## config.mk

```make
export PLATFORM = sky130hd
export DESIGN_NAME = chunked_stream_fingerprint
export DESIGN_NICKNAME = d
export VERILOG_FILES = /design/src/csf_pkg.sv /design/src/csf_mul.sv /design/src/csf_fold.sv /design/src/csf_div.sv /design/src/chunked_stream_fingerprint.sv
export SDC_FILE = /design/constraint.sdc
export NUM_CORES = 2
export LEC_CHECK = 0
export BUFFER_PORTS_ARGS = -buffer_cell sky130_fd_sc_hd__buf_2
export CAP_MARGIN = 30
export CORE_MARGIN = 1.5
export CORE_UTILIZATION = 49
export CTS_BUF_LIST = sky130_fd_sc_hd__clkbuf_16
export DETAILED_ROUTE_END_ITERATION = 7
export GPL_TIMING_DRIVEN = 1
export PLACE_DENSITY_LB_ADDON = 0.08
export SLEW_MARGIN = 40
export SYNTH_ARGS = -nofsm -noshare
export SYNTH_HDL_FRONTEND = slang
export SYNTH_SLANG_ARGS = --single-unit
```

## constraint.sdc

```tcl
create_clock -name clk_i -period 21.6 [get_ports clk_i]
set_clock_uncertainty 0.15 [all_clocks]
set_input_delay 0 -clock clk_i [delete_from_list [all_inputs] [get_ports clk_i]]
set_output_delay 0 -clock clk_i [all_outputs]
set_load 0.02 [all_outputs]
```

## src/csf_pkg.sv

```systemverilog
package csf_pkg;

  localparam logic [63:0] MIX_MUL_A = 64'hbf58476d1ce4e5b9;
  localparam logic [63:0] MIX_MUL_B = 64'h94d049bb133111eb;
  localparam logic [63:0] FNV_PRIME = 64'd1099511628211;
  localparam logic [63:0] FNV_BASIS = 64'd1469598103934665603;

  localparam int unsigned MIX_SHIFT_A = 30;
  localparam int unsigned MIX_SHIFT_B = 27;
  localparam int unsigned MIX_SHIFT_C = 31;

  localparam int unsigned CFG_IDX_W  = 2;
  localparam int unsigned CFG_DATA_W = 32;

  localparam logic [CFG_IDX_W-1:0] CFG_BODY_COUNT   = 2'd0;
  localparam logic [CFG_IDX_W-1:0] CFG_LEAF_SIZE    = 2'd1;
  localparam logic [CFG_IDX_W-1:0] CFG_INCLUDE_MASK = 2'd2;

  typedef struct packed {
    logic        start;
    logic [63:0] a;
    logic [63:0] b;
  } mul_req_t;

  typedef struct packed {
    logic        done;
    logic [63:0] p;
  } mul_rsp_t;

  typedef struct packed {
    logic        start;
    logic [63:0] acc;
    logic [63:0] v;
  } fold_req_t;

  typedef struct packed {
    logic        done;
    logic [63:0] res;
  } fold_rsp_t;

endpackage

```

## src/csf_mul.sv

```systemverilog
module csf_mul (
  input  logic              clk_i,
  input  logic              rst_ni,
  input  csf_pkg::mul_req_t req_i,
  output csf_pkg::mul_rsp_t rsp_o
);

  localparam logic [2:0] M_IDLE = 3'd0;
  localparam logic [2:0] M_LL   = 3'd1;
  localparam logic [2:0] M_LH   = 3'd2;
  localparam logic [2:0] M_HL   = 3'd3;
  localparam logic [2:0] M_SUM  = 3'd4;

  logic [2:0]  state_q;
  logic        done_q;
  logic [63:0] a_q, b_q;
  logic [63:0] acc_q;
  logic [63:0] prod_q;
  logic [31:0] op_x, op_y;
  logic [63:0] prod;

  // one 32x32 multiplier, low 64 bits built from three partial products
  always_comb begin
    unique case (state_q)
      M_LH: begin
        op_x = a_q[31:0];
        op_y = b_q[63:32];
      end
      M_HL: begin
        op_x = a_q[63:32];
        op_y = b_q[31:0];
      end
      default: begin
        op_x = a_q[31:0];
        op_y = b_q[31:0];
      end
    endcase
  end

  assign prod = {32'd0, op_x} * {32'd0, op_y};

  always_ff @(posedge clk_i or negedge rst_ni) begin
    if (!rst_ni) begin
      state_q <= M_IDLE;
      done_q  <= 1'b0;
    end else begin
      done_q <= 1'b0;
      unique case (state_q)
        M_IDLE: begin
          if (req_i.start) begin
            state_q <= M_LL;
          end
        end
        M_LL:  state_q <= M_LH;
        M_LH:  state_q <= M_HL;
        M_HL:  state_q <= M_SUM;
        M_SUM: begin
          state_q <= M_IDLE;
          done_q  <= 1'b1;
        end
        default: state_q <= M_IDLE;
      endcase
    end
  end

  always_ff @(posedge clk_i) begin
    unique case (state_q)
      M_IDLE: begin
        if (req_i.start) begin
          a_q <= req_i.a;
          b_q <= req_i.b;
        end
      end
      M_LL: prod_q <= prod;
      M_LH: begin
        acc_q  <= prod_q;
        prod_q <= prod;
      end
      M_HL: begin
        acc_q[63:32] <= acc_q[63:32] + prod_q[31:0];
        prod_q       <= prod;
      end
      M_SUM: acc_q[63:32] <= acc_q[63:32] + prod_q[31:0];
      default: ;
    endcase
  end

  assign rsp_o.done = done_q;
  assign rsp_o.p    = acc_q;

endmodule

```

## src/csf_fold.sv

```systemverilog
module csf_fold (
  input  logic               clk_i,
  input  logic               rst_ni,
  input  csf_pkg::fold_req_t req_i,
  output csf_pkg::fold_rsp_t rsp_o
);

  localparam logic [1:0] F_IDLE = 2'd0;
  localparam logic [1:0] F_M1   = 2'd1;
  localparam logic [1:0] F_M2   = 2'd2;
  localparam logic [1:0] F_M3   = 2'd3;

  logic [1:0]        state_q;
  logic              done_q;
  logic [63:0]       acc_q;
  logic [63:0]       res_q;
  csf_pkg::mul_req_t mreq;
  csf_pkg::mul_rsp_t mrsp;

  csf_mul u_mul (
    .clk_i (clk_i),
    .rst_ni(rst_ni),
    .req_i (mreq),
    .rsp_o (mrsp)
  );

  // splitmix64 finalizer, then xor into acc and multiply by the prime
  always_comb begin
    unique case (state_q)
      F_IDLE: begin
        mreq.start = req_i.start;
        mreq.a     = req_i.v ^ (req_i.v >> csf_pkg::MIX_SHIFT_A);
        mreq.b     = csf_pkg::MIX_MUL_A;
      end
      F_M1: begin
        mreq.start = mrsp.done;
        mreq.a     = mrsp.p ^ (mrsp.p >> csf_pkg::MIX_SHIFT_B);
        mreq.b     = csf_pkg::MIX_MUL_B;
      end
      F_M2: begin
        mreq.start = mrsp.done;
        mreq.a     = acc_q ^ (mrsp.p ^ (mrsp.p >> csf_pkg::MIX_SHIFT_C));
        mreq.b     = csf_pkg::FNV_PRIME;
      end
      default: begin
        mreq.start = 1'b0;
        mreq.a     = mrsp.p;
        mreq.b     = csf_pkg::FNV_PRIME;
      end
    endcase
  end

  always_ff @(posedge clk_i or negedge rst_ni) begin
    if (!rst_ni) begin
      state_q <= F_IDLE;
      done_q  <= 1'b0;
    end else begin
      done_q <= 1'b0;
      unique case (state_q)
        F_IDLE: begin
          if (req_i.start) begin
            state_q <= F_M1;
          end
        end
        F_M1: begin
          if (mrsp.done) begin
            state_q <= F_M2;
          end
        end
        F_M2: begin
          if (mrsp.done) begin
            state_q <= F_M3;
          end
        end
        F_M3: begin
          if (mrsp.done) begin
            state_q <= F_IDLE;
            done_q  <= 1'b1;
          end
        end
        default: state_q <= F_IDLE;
      endcase
    end
  end

  always_ff @(posedge clk_i) begin
    if (state_q == F_IDLE && req_i.start) begin
      acc_q <= req_i.acc;
    end
    if (state_q == F_M3 && mrsp.done) begin
      res_q <= mrsp.p;
    end
  end

  assign rsp_o.done = done_q;
  assign rsp_o.res  = res_q;

endmodule

```

## src/csf_div.sv

```systemverilog
module csf_div #(
  parameter int DW = 7
) (
  input  logic          clk_i,
  input  logic          rst_ni,
  input  logic          start_i,
  input  logic [31:0]   num_i,
  input  logic [DW-1:0] den_i,
  output logic          done_o,
  output logic [31:0]   quot_o,
  output logic [DW-1:0] rem_o
);

  logic          busy_q;
  logic          done_q;
  logic [4:0]    cnt_q;
  logic [31:0]   quot_q;
  logic [DW-1:0] rem_q;
  logic [DW-1:0] den_q;
  logic [DW:0]   trial;
  logic [DW:0]   diff;
  logic          ge;

  // restoring division, one quotient bit per cycle
  assign trial = {rem_q, quot_q[31]};
  assign ge    = trial >= {1'b0, den_q};
  assign diff  = trial - {1'b0, den_q};

  always_ff @(posedge clk_i or negedge rst_ni) begin
    if (!rst_ni) begin
      busy_q <= 1'b0;
      done_q <= 1'b0;
      cnt_q  <= '0;
    end else begin
      done_q <= 1'b0;
      if (start_i) begin
        busy_q <= 1'b1;
        cnt_q  <= 5'd31;
      end else if (busy_q) begin
        if (cnt_q == 5'd0) begin
          busy_q <= 1'b0;
          done_q <= 1'b1;
        end else begin
          cnt_q <= cnt_q - 5'd1;
        end
      end
    end
  end

  always_ff @(posedge clk_i) begin
    if (start_i) begin
      quot_q <= num_i;
      rem_q  <= '0;
      den_q  <= den_i;
    end else if (busy_q) begin
      quot_q <= {quot_q[30:0], ge};
      rem_q  <= ge ? diff[DW-1:0] : trial[DW-1:0];
    end
  end

  assign done_o = done_q;
  assign quot_o = quot_q;
  assign rem_o  = rem_q;

endmodule

```

## src/chunked_stream_fingerprint.sv

```systemverilog
// each data word takes one fold: three 64-bit multiplies, built from partial products
//   on one 32x32 multiplier
// first word of a catalog adds four header folds and a divide, a chunk end adds a total
//   fold and, unless it is the last chunk, a seed fold for the next chunk
// throughput: one word in flight at a time, in_stall_o is high until it is done
// reset: async active low, registers return to body count 1, leaf size 1, mask off
module chunked_stream_fingerprint #(
  parameter int HASH_CHUNKS = 64,
  parameter int COORDS      = 3
) (
  input  logic                           clk_i,
  input  logic                           rst_ni,
  input  logic                           cfg_we_i,
  input  logic [csf_pkg::CFG_IDX_W-1:0]  cfg_idx_i,
  input  logic [csf_pkg::CFG_DATA_W-1:0] cfg_wdata_i,
  input  logic                           in_valid_i,
  output logic                           in_stall_o,
  input  logic [63:0]                    data_word_i,
  output logic                           out_valid_o,
  input  logic                           out_stall_i,
  output logic [63:0]                    fingerprint_o
);

  localparam int CW = $clog2(HASH_CHUNKS + 1);
  localparam logic [3:0] WPB_BASE = 4'(COORDS + 3);

  localparam logic [3:0] S_IDLE   = 4'd0;
  localparam logic [3:0] S_H_N    = 4'd1;
  localparam logic [3:0] S_H_LC   = 4'd2;
  localparam logic [3:0] S_H_MSK  = 4'd3;
  localparam logic [3:0] S_H_SEED = 4'd4;
  localparam logic [3:0] S_DIV    = 4'd5;
  localparam logic [3:0] S_WORD   = 4'd6;
  localparam logic [3:0] S_TOTAL  = 4'd7;
  localparam logic [3:0] S_SEED   = 4'd8;
  localparam logic [3:0] S_EMIT   = 4'd9;

  logic [3:0]  state_q;
  logic        pend_q;
  logic        header_done_q;
  logic [31:0] body_count_q;
  logic [30:0] leaf_cap_q;
  logic        mask_q;
  logic [63:0] word_q;
  logic [63:0] total_q;
  logic [63:0] chunk_q;
  logic [CW-1:0] chunk_num_q;
  logic [31:0] bodies_q;
  logic [2:0]  word_idx_q;
  logic [31:0] base_q;
  logic [CW-1:0] extra_q;
  logic        out_valid_q;
  logic [63:0] out_q;

  logic [31:0]   n_eff;
  logic [CW-1:0] chunks;
  logic [3:0]    wpb;
  logic [3:0]    word_next;
  logic [32:0]   bodies_next;
  logic [32:0]   chunk_size;
  logic [CW-1:0] chunk_num_next;
  logic          fold_state;
  logic          in_acc;
  logic          out_load;
  logic          cfg_hit;

  csf_pkg::fold_req_t freq;
  csf_pkg::fold_rsp_t frsp;
  logic               div_start;
  logic               div_done;
  logic [31:0]        div_quot;
  logic [CW-1:0]      div_rem;

  assign n_eff  = (body_count_q == 32'd0) ? 32'd1 : body_count_q;
  assign chunks = (n_eff < 32'(HASH_CHUNKS)) ? n_eff[CW-1:0] : CW'(HASH_CHUNKS);
  assign wpb    = WPB_BASE + {3'd0, mask_q};

  assign word_next      = {1'b0, word_idx_q} + 4'd1;
  assign bodies_next    = {1'b0, bodies_q} + 33'd1;
  assign chunk_size     = {1'b0, base_q} + {32'd0, (chunk_num_q < extra_q)};
  assign chunk_num_next = chunk_num_q + CW'(1);

  assign fold_state = (state_q == S_H_N) || (state_q == S_H_LC) || (state_q == S_H_MSK) ||
                      (state_q == S_H_SEED) || (state_q == S_WORD) ||
                      (state_q == S_TOTAL) || (state_q == S_SEED);

  assign in_stall_o = (state_q != S_IDLE);
  assign in_acc     = in_valid_i && (state_q == S_IDLE);
  assign out_load   = (state_q == S_EMIT) && (!out_valid_q || !out_stall_i);
  assign cfg_hit    = cfg_we_i && ((cfg_idx_i == csf_pkg::CFG_BODY_COUNT) ||
                                   (cfg_idx_i == csf_pkg::CFG_LEAF_SIZE) ||
                                   (cfg_idx_i == csf_pkg::CFG_INCLUDE_MASK));

  assign div_start  = (state_q == S_DIV) && !pend_q;

  always_comb begin
    freq.start = fold_state && !pend_q;
    unique case (state_q)
      S_H_N: begin
        freq.acc = csf_pkg::FNV_BASIS;
        freq.v   = {32'd0, n_eff};
      end
      S_H_LC: begin
        freq.acc = total_q;
        freq.v   = {33'd0, leaf_cap_q};
      end
      S_H_MSK: begin
        freq.acc = total_q;
        freq.v   = {63'd0, mask_q};
      end
      S_WORD: begin
        freq.acc = chunk_q;
        freq.v   = word_q;
      end
      S_TOTAL: begin
        freq.acc = total_q;
        freq.v   = chunk_q;
      end
      S_SEED: begin
        freq.acc = csf_pkg::FNV_BASIS;
        freq.v   = {{(64 - CW){1'b0}}, chunk_num_q};
      end
      default: begin
        freq.acc = csf_pkg::FNV_BASIS;
        freq.v   = '0;
      end
    endcase
  end

  csf_fold u_fold (
    .clk_i (clk_i),
    .rst_ni(rst_ni),
    .req_i (freq),
    .rsp_o (frsp)
  );

  csf_div #(
    .DW(CW)
  ) u_div (
    .clk_i  (clk_i),
    .rst_ni (rst_ni),
    .start_i(div_start),
    .num_i  (n_eff),
    .den_i  (chunks),
    .done_o (div_done),
    .quot_o (div_quot),
    .rem_o  (div_rem)
  );

  // sequencer and stream control
  always_ff @(posedge clk_i or negedge rst_ni) begin
    if (!rst_ni) begin
      state_q       <= S_IDLE;
      pend_q        <= 1'b0;
      header_done_q <= 1'b0;
      body_count_q  <= 32'd1;
      leaf_cap_q    <= 31'd1;
      mask_q        <= 1'b0;
      chunk_num_q   <= '0;
      bodies_q      <= '0;
      word_idx_q    <= '0;
      base_q        <= '0;
      extra_q       <= '0;
      out_valid_q   <= 1'b0;
    end else begin
      if (cfg_we_i) begin
        unique case (cfg_idx_i)
          csf_pkg::CFG_BODY_COUNT:   body_count_q <= cfg_wdata_i;
          csf_pkg::CFG_LEAF_SIZE:    leaf_cap_q   <= cfg_wdata_i[30:0];
          csf_pkg::CFG_INCLUDE_MASK: mask_q       <= cfg_wdata_i[0];
          default: ;
        endcase
      end

      if (freq.start || div_start) begin
        pend_q <= 1'b1;
      end else if (frsp.done || div_done) begin
        pend_q <= 1'b0;
      end

      if (out_load) begin
        out_valid_q <= 1'b1;
      end else if (!out_stall_i) begin
        out_valid_q <= 1'b0;
      end

      unique case (state_q)
        S_IDLE: begin
          if (in_acc) begin
            state_q <= header_done_q ? S_WORD : S_H_N;
          end
        end
        S_H_N: begin
          if (frsp.done) begin
            state_q <= S_H_LC;
          end
        end
        S_H_LC: begin
          if (frsp.done) begin
            state_q <= S_H_MSK;
          end
        end
        S_H_MSK: begin
          if (frsp.done) begin
            state_q <= S_H_SEED;
          end
        end
        S_H_SEED: begin
          if (frsp.done) begin
            state_q <= S_DIV;
          end
        end
        S_DIV: begin
          if (div_done) begin
            base_q        <= div_quot;
            extra_q       <= div_rem;
            chunk_num_q   <= '0;
            bodies_q      <= '0;
            word_idx_q    <= '0;
            header_done_q <= 1'b1;
            state_q       <= S_WORD;
          end
        end
        S_WORD: begin
          if (frsp.done) begin
            if (word_next < wpb) begin
              word_idx_q <= word_next[2:0];
              state_q    <= S_IDLE;
            end else begin
              word_idx_q <= '0;
              if (bodies_next < chunk_size) begin
                bodies_q <= bodies_next[31:0];
                state_q  <= S_IDLE;
              end else begin
                bodies_q <= '0;
                state_q  <= S_TOTAL;
              end
            end
          end
        end
        S_TOTAL: begin
          if (frsp.done) begin
            chunk_num_q <= chunk_num_next;
            state_q     <= (chunk_num_next >= chunks) ? S_EMIT : S_SEED;
          end
        end
        S_SEED: begin
          if (frsp.done) begin
            state_q <= S_IDLE;
          end
        end
        S_EMIT: begin
          if (out_load) begin
            header_done_q <= 1'b0;
            state_q       <= S_IDLE;
          end
        end
        default: state_q <= S_IDLE;
      endcase

      if (cfg_hit) begin
        header_done_q <= 1'b0;
      end
    end
  end

  // hash datapath
  always_ff @(posedge clk_i) begin
    if (in_acc) begin
      word_q <= data_word_i;
    end
    if (frsp.done) begin
      if ((state_q == S_H_N) || (state_q == S_H_LC) || (state_q == S_H_MSK) ||
          (state_q == S_TOTAL)) begin
        total_q <= frsp.res;
      end else begin
        chunk_q <= frsp.res;
      end
    end
    if (out_load) begin
      out_q <= total_q;
    end
  end

  assign out_valid_o   = out_valid_q;
  assign fingerprint_o = out_q;

endmodule
```

Word-level counts from Yosys, hierarchy flattened. Cells that the tools add are included.

Register bits: 852. Bits of input ports: 103. Output and inout bits: 66.

$add $sub $neg: 8. Multiply operators: 1. Magnitude comparators: 6. Eq/ne operators: 38. Muxes and demuxes: 64. Bitwise gates (word level): 5. Reduce and logical (&&, ||, !) cells: 51.

Operators with widths (count): $pmux 128 s6 (1); $pmux 129 s3 (1); $mux 32 (9); $pmux 32 s2 (2); $mul 32x32->64 (1); $xor 64x33->64 (1); $xor 64x34->64 (1); $xor 64x37->64 (1); $xor 64x64->64 (1); $mux 4 (10); $pmux 4 s10 (1); $add 32x1->33 (1); $add 32x1->33 const B (1); $lt 33x33->1 (1); $add 32x32->32 (1); $logic_not 32->1 (1); $lt 32x7->1 const B (1); $mux 7 (4); $mux 3 (7); $ne 2x1->1 const B (10); $mux 1 (17); $eq 4x3->1 const B (4); $ne 2x2->1 const B (8); $reduce_and 2->1 (8); other kinds (42) (80).

Depth between registers and ports, before layout.
Word-level depth: 11. Depth in mapped cells: 38. Depth with buffers taken out: 34.

Cells and area by module. A second synthesis with hierarchy kept.

Cell total of the unflattened synthesis: 6649. Area total of the unflattened synthesis: 71240.8 µm².

Modules (own cells, without submodules): csf_mul (times used 1, cells each 4431, area an instance 42949.9 µm², seq. area each 7787.5 µm²); chunked_stream_fingerprint (times used 1, cells each 1407, area an instance 17999.8 µm², seq. area each 11493.5 µm²); csf_fold (times used 1, cells each 601, area an instance 7582.3 µm², seq. area each 3918.8 µm²); csf_div (times used 1, cells each 210, area an instance 2708.8 µm², seq. area each 1486.4 µm²).

Worst setup path before layout. No wires, ideal clock.

Path kind: register -> register. Start point: register u_fold.u_mul.state_q[2]. End point: register u_fold.u_mul.prod_q[61], data pin. Library setup time: 266 ps. Data arrival time: 9202 ps. Path slack: 11982 ps. Stages on the path, launching flop included: 32. Cells stage by stage: dfrtp_1 > nor2_1 > nand2_1 > clkinv_1 > clkbuf_1 > buf_1 > buf_1 > nor2_1 > fa_1 > fa_1 > inv_1 > fa_1 > fa_1 > inv_1 > fa_1 > fa_1 > fa_1 > inv_1 > fa_1 > inv_1 > ha_1 > clkbuf_1 > a21oi_1 > o21ai_0 > a221oi_1 > o21ai_0 > o21ai_1 > a32oi_1 > a41o_1 > a2111oi_0 > nor3_1 > xor2_1.

Longest elaborated chain between the ends: 3. Elaborated cells on any way between the ends: 5.

Ends and longest elaborated chain: from (decl) (line csf_mul.sv:14) `logic [2:0] state_q;`; from (signal assigned) (line csf_mul.sv:44) `state_q <= M_IDLE;`; from (signal assigned) (line csf_mul.sv:51) `state_q <= M_LL;`; from (signal assigned) (line csf_mul.sv:54) `M_LL: state_q <= M_LH;`; $eq 3x2->1 (line csf_mul.sv:24) `unique case (state_q)`; $mux 32 (line csf_mul.sv:24); $mul 32x32->64 * (line csf_mul.sv:40) `assign prod = {32'd0, op_x} * {32'd0, op_y};`; named net u_fold.u_mul.prod[61] (line csf_mul.sv:20) `logic [63:0] prod;`; to (signal assigned) (line csf_mul.sv:74) `M_LL: prod_q <= prod;`; to (signal assigned) (line csf_mul.sv:77) `prod_q <= prod;`; to (signal assigned) (line csf_mul.sv:81) `prod_q <= prod;`; to (decl) (line csf_mul.sv:18) `logic [63:0] prod_q;`.

The timed path passes the listed nets; every way through them passes the cells marked *. A chain may end at the register's enable or synchronous reset.

Worst setup path after layout.
Start point: register u_fold.u_mul.state_q[1]. End point: register u_fold.u_mul.prod_q[60], data pin.

Same word-level chain as after synthesis.

==> reports/qor.tcl <==
set qor(setup_repair_after_global_routing_missed_its_margin) {false}
set qor(finish.net_count) 7743
set qor(min_period_ns) 11.44
set qor(crit_family) {adder cells}
set qor(run_status) {completed}
set qor(synth-warning-count) 0
set qor(crit_required_ns) 21.85
set qor(post_drt_via_cell_ratio) 5.797
set qor(number_of_distinct_library_cells_after_synthesis) 78
set qor(post_route_cells_drive_above_1_share_pct) 8.008
set qor(routed-via-count) 47630
set qor(detail_route.first_pass.iterations) 6
set qor(synth_enable_flop_cells) 620
set qor(maxCapViolations) 0
set qor(port_buffers) 168
set qor(clock_tree.htree_level_count) 3
set qor(synth-seq-cells) 793
set qor(area.growth.synth_to_final_pct) 12.10
set qor(antenna_violations_before_repair) 8
set qor(final.period_utilization_pct) 52.95
set qor(cts_inserted_buffers) 84
set qor(timing.max_slew.rel_slack_pct) 40.56
set qor(path_max_fanout) 25
set qor(slowest_delay_ns) 0.62
set qor(global_route_wire_length_before_repair_mm) 331.8
set qor(fmax_mhz) 87.44
set qor(wl_per_cell_um) 27.72
set qor(postSynth.asyncResetShare_pct) 20.93
set qor(netlist_instances) 6072
set qor(ys_dominant_reg_cell) {edfxtp_1}
set qor(layout.filler_cells) 11490
set qor(floorplan.initialDensity_pct) 49.59
set qor(cts_resized) 0
set qor(core_area_sq_um) 132000
set qor(totalNegativeSetupSlack_ns) 0
set qor(cts.root.buffer_cell) {clkbuf_16}
set qor(ios) 169
set qor(worst_pin_slew_ns) 0.8895
set qor(startpoint_type) {flip-flop}
set qor(cts_tree) {done}
set qor(grt_start_max_net_pins) 84
set qor(stdcell_area_sq_um) 73360
set qor(fp.dieArea_sq_um) 135800
set qor(cts.sinks) 793
set qor(gp_congestion) 0.9872
set qor(die_h_um) 368.4
set qor(mappedNetlistArea_sq_um) 65440
set qor(timing_hold_violations_final) 0
set qor(drt_iter0_drc) 5202
set qor(placement_rows) 133
set qor(post_dp_cell_area_sq_um) 68410
set qor(report.final.slew_viol_count) 0
set qor(cp.buffers_inverters) 10
set qor(syn-num-nets) 7428
set qor(area.sequential_sq_um) 22910
set qor(postSynthAreaPerCell_sq_um) 10.78
set qor(crit_path_end_kind) {flip-flop}
set qor(setup_violations) 0
set qor(grt.overflow.total) 0
set qor(multi_input_area_sq_um) 37950
set qor(antenna_violating_nets_post_route) 0
set qor(critPathMostFrequentCell) {inv_1}
set qor(cp.arrival_ns) 11.69
set qor(remaining_drc_errors) 0
set qor(hold_class) {in2reg}
set qor(synth_seq_area_share_pct) 35.02
set qor(die-width_um) 368.4
set qor(grt_pass1_vias) 48070
set qor(path_class) {reg2reg}
set qor(gr-usage-all-layers_pct) 33.90
set qor(place_hpwl_mm) 180.9
set qor(clock_path_buffers) 3
set qor(clkTransAtPathRegs_ns) 0.06
set qor(worstSkewPairLatency_ns) 0.71
set qor(timing.critical_path.slowest_stage_cell) {fa_1}
set qor(total_wirelength_mm) 227.8
## final timing paths
| kind | from | endpoint | slack (ns) | cells after the start |
|---|---|---|---|---|
| min reg2reg | u_fold.res_q[56] | chunk_q[56] | 0.27 | 0 |
| max reg2reg | u_fold.u_mul.state_q[1] | u_fold.u_mul.prod_q[60] | 10.16 | 34 |
| min in group asynchronous | rst_ni | bodies_q[6] | 0.27 | 4 |
| min | cfg_wdata_i[27] | body_count_q[27] | 0.05 | 3 |
| max | u_fold.u_mul.state_q[1] | u_fold.u_mul.prod_q[60] | 10.16 | 34 |
| max in group asynchronous | rst_ni | u_fold.u_mul.state_q[2] | 20.36 | 4 |
## registers in the layout, summed over array words and instances (netlist names), 7 cells and up
register / cells
chunk_q: 64
u_div.den_q: 7
u_fold.u_mul.acc_q: 64
bodies_q: 32
extra_q: 7
chunk_num_q: 7
u_fold.u_mul.a_q: 64
u_div.rem_o: 7
fingerprint_o: 64
u_fold.u_mul.prod_q: 64
word_q: 64
total_q: 64
body_count_q: 32
leaf_cap_q: 31
u_fold.acc_q: 64
u_fold.res_q: 64
u_div.quot_o: 32
base_q: 32
## cells by family after synthesis
logic type | synth area share (%)
simple gates | 9.669
mux | 2.065
fa+ha+maj | 33.42
buf+inv | 7.308
xor+xnor | 3.346
compound gates | 9.174
flops | 35.02
## per-stage QoR
stage	hold WS (ns)	setup WS (ns)	utilization, %	instances
after global routing	0.04900	9.738	55.58	8213
after floorplan	-0.4456	11.98	-	6072
after detailed placement	-0.1743	10.40	51.84	7849
final	0.05317	10.16	55.59	8217
after CTS	0.007598	10.34	55.56	8210
after global placement	-0.1782	10.05	51.75	7848
## routing by layer
metal / GRT usage [%] / part of all wire [%] / vias up
li1: - / - / 20720
met4: 12.81 / 4.4 / 4
met5: 0 / 0.012 / -
met2: 51.33 / 45 / 2281
met1: 48.43 / 42 / 24240
met3: 6.551 / 8.9 / 392
## synth_stat cells (12+ instances only)
library cell	count	area, sq um
o21bai_1	18	135.1
nand3_1	128	640.6
nor3_1	80	400.4
dfrtp_1	164	4104
nand3b_1	26	195.2
o21a_1	12	90.09
a21oi_1	235	1176
a211oi_1	20	150.1
clkbuf_1	172	645.6
o22ai_1	18	112.6
xnor2_1	171	1498
o221ai_1	36	315.3
a21o_1	74	555.5
and3_1	36	225.2
and2_1	18	112.6
xor2_1	79	691.9
o21ai_1	26	130.1
nor2_1	395	1483
a22oi_1	57	427.9
fa_1	825	16520
ha_1	428	5355
mux2_2	104	1171
inv_1	1061	3983
a221o_1	55	550.5
buf_1	30	112.6
mux2i_1	18	180.2
a22o_1	37	324.1
nand2b_1	45	281.5
edfxtp_1	620	18620
nor2b_1	18	112.6
o21ai_0	242	1211
nand4_1	22	137.6
nand2_1	650	2440
## tightest hold or removal path: cells and delay by family
kind                   cells  cell delay, ns
muxes                      1            0.14
buffers and inverters      2            0.72
## area by class of cell
| cell class | instances | share of cell area, % |
|---|---|---|
| clock inverters | 68 | 0.8920 |
| repair buffers | 435 | 4.699 |
| flip-flops and latches | 793 | 31.24 |
| diodes | 6 | 0.02047 |
| well taps | 1755 | 2.993 |
| clock buffers | 87 | 2.968 |
| inverters | 1065 | 5.456 |
| multi-input cells | 4008 | 51.74 |
## timing repair
item / in CTS / in global routing
setup buffers: 0 / 0
endpoints found under the hold margin: 335 / 0
hold buffers: 206 / 0
endpoints found under the setup margin: 0 / 0
## cells in the final DEF, fill, tap and decap left out, types with 26 or more instances in the layout
master	synthesis	layout
nand2b_1	45	43
o21ai_0	242	239
nand3_1	128	126
o221ai_1	36	36
a22o_1	37	37
xnor2_1	171	171
clkbuf_16	0	87
fa_1	825	825
ha_1	428	426
xor2_1	79	79
a22oi_1	57	57
nand2_1	650	646
buf_4	0	49
nor3_1	80	78
dlygate4sd3_1	0	205
a221o_1	55	55
a21o_1	74	74
o21ai_1	26	27
buf_2	3	167
and3_1	36	35
mux2_2	104	104
edfxtp_1	620	620
nand3b_1	26	26
nor2_1	395	385
a21oi_1	235	234
dfrtp_1	164	164
inv_1	1061	1071
Power is left out: the tool's default activity adds up to more than one toggle a clock period on the data nets, which glitch-free logic cannot reach.
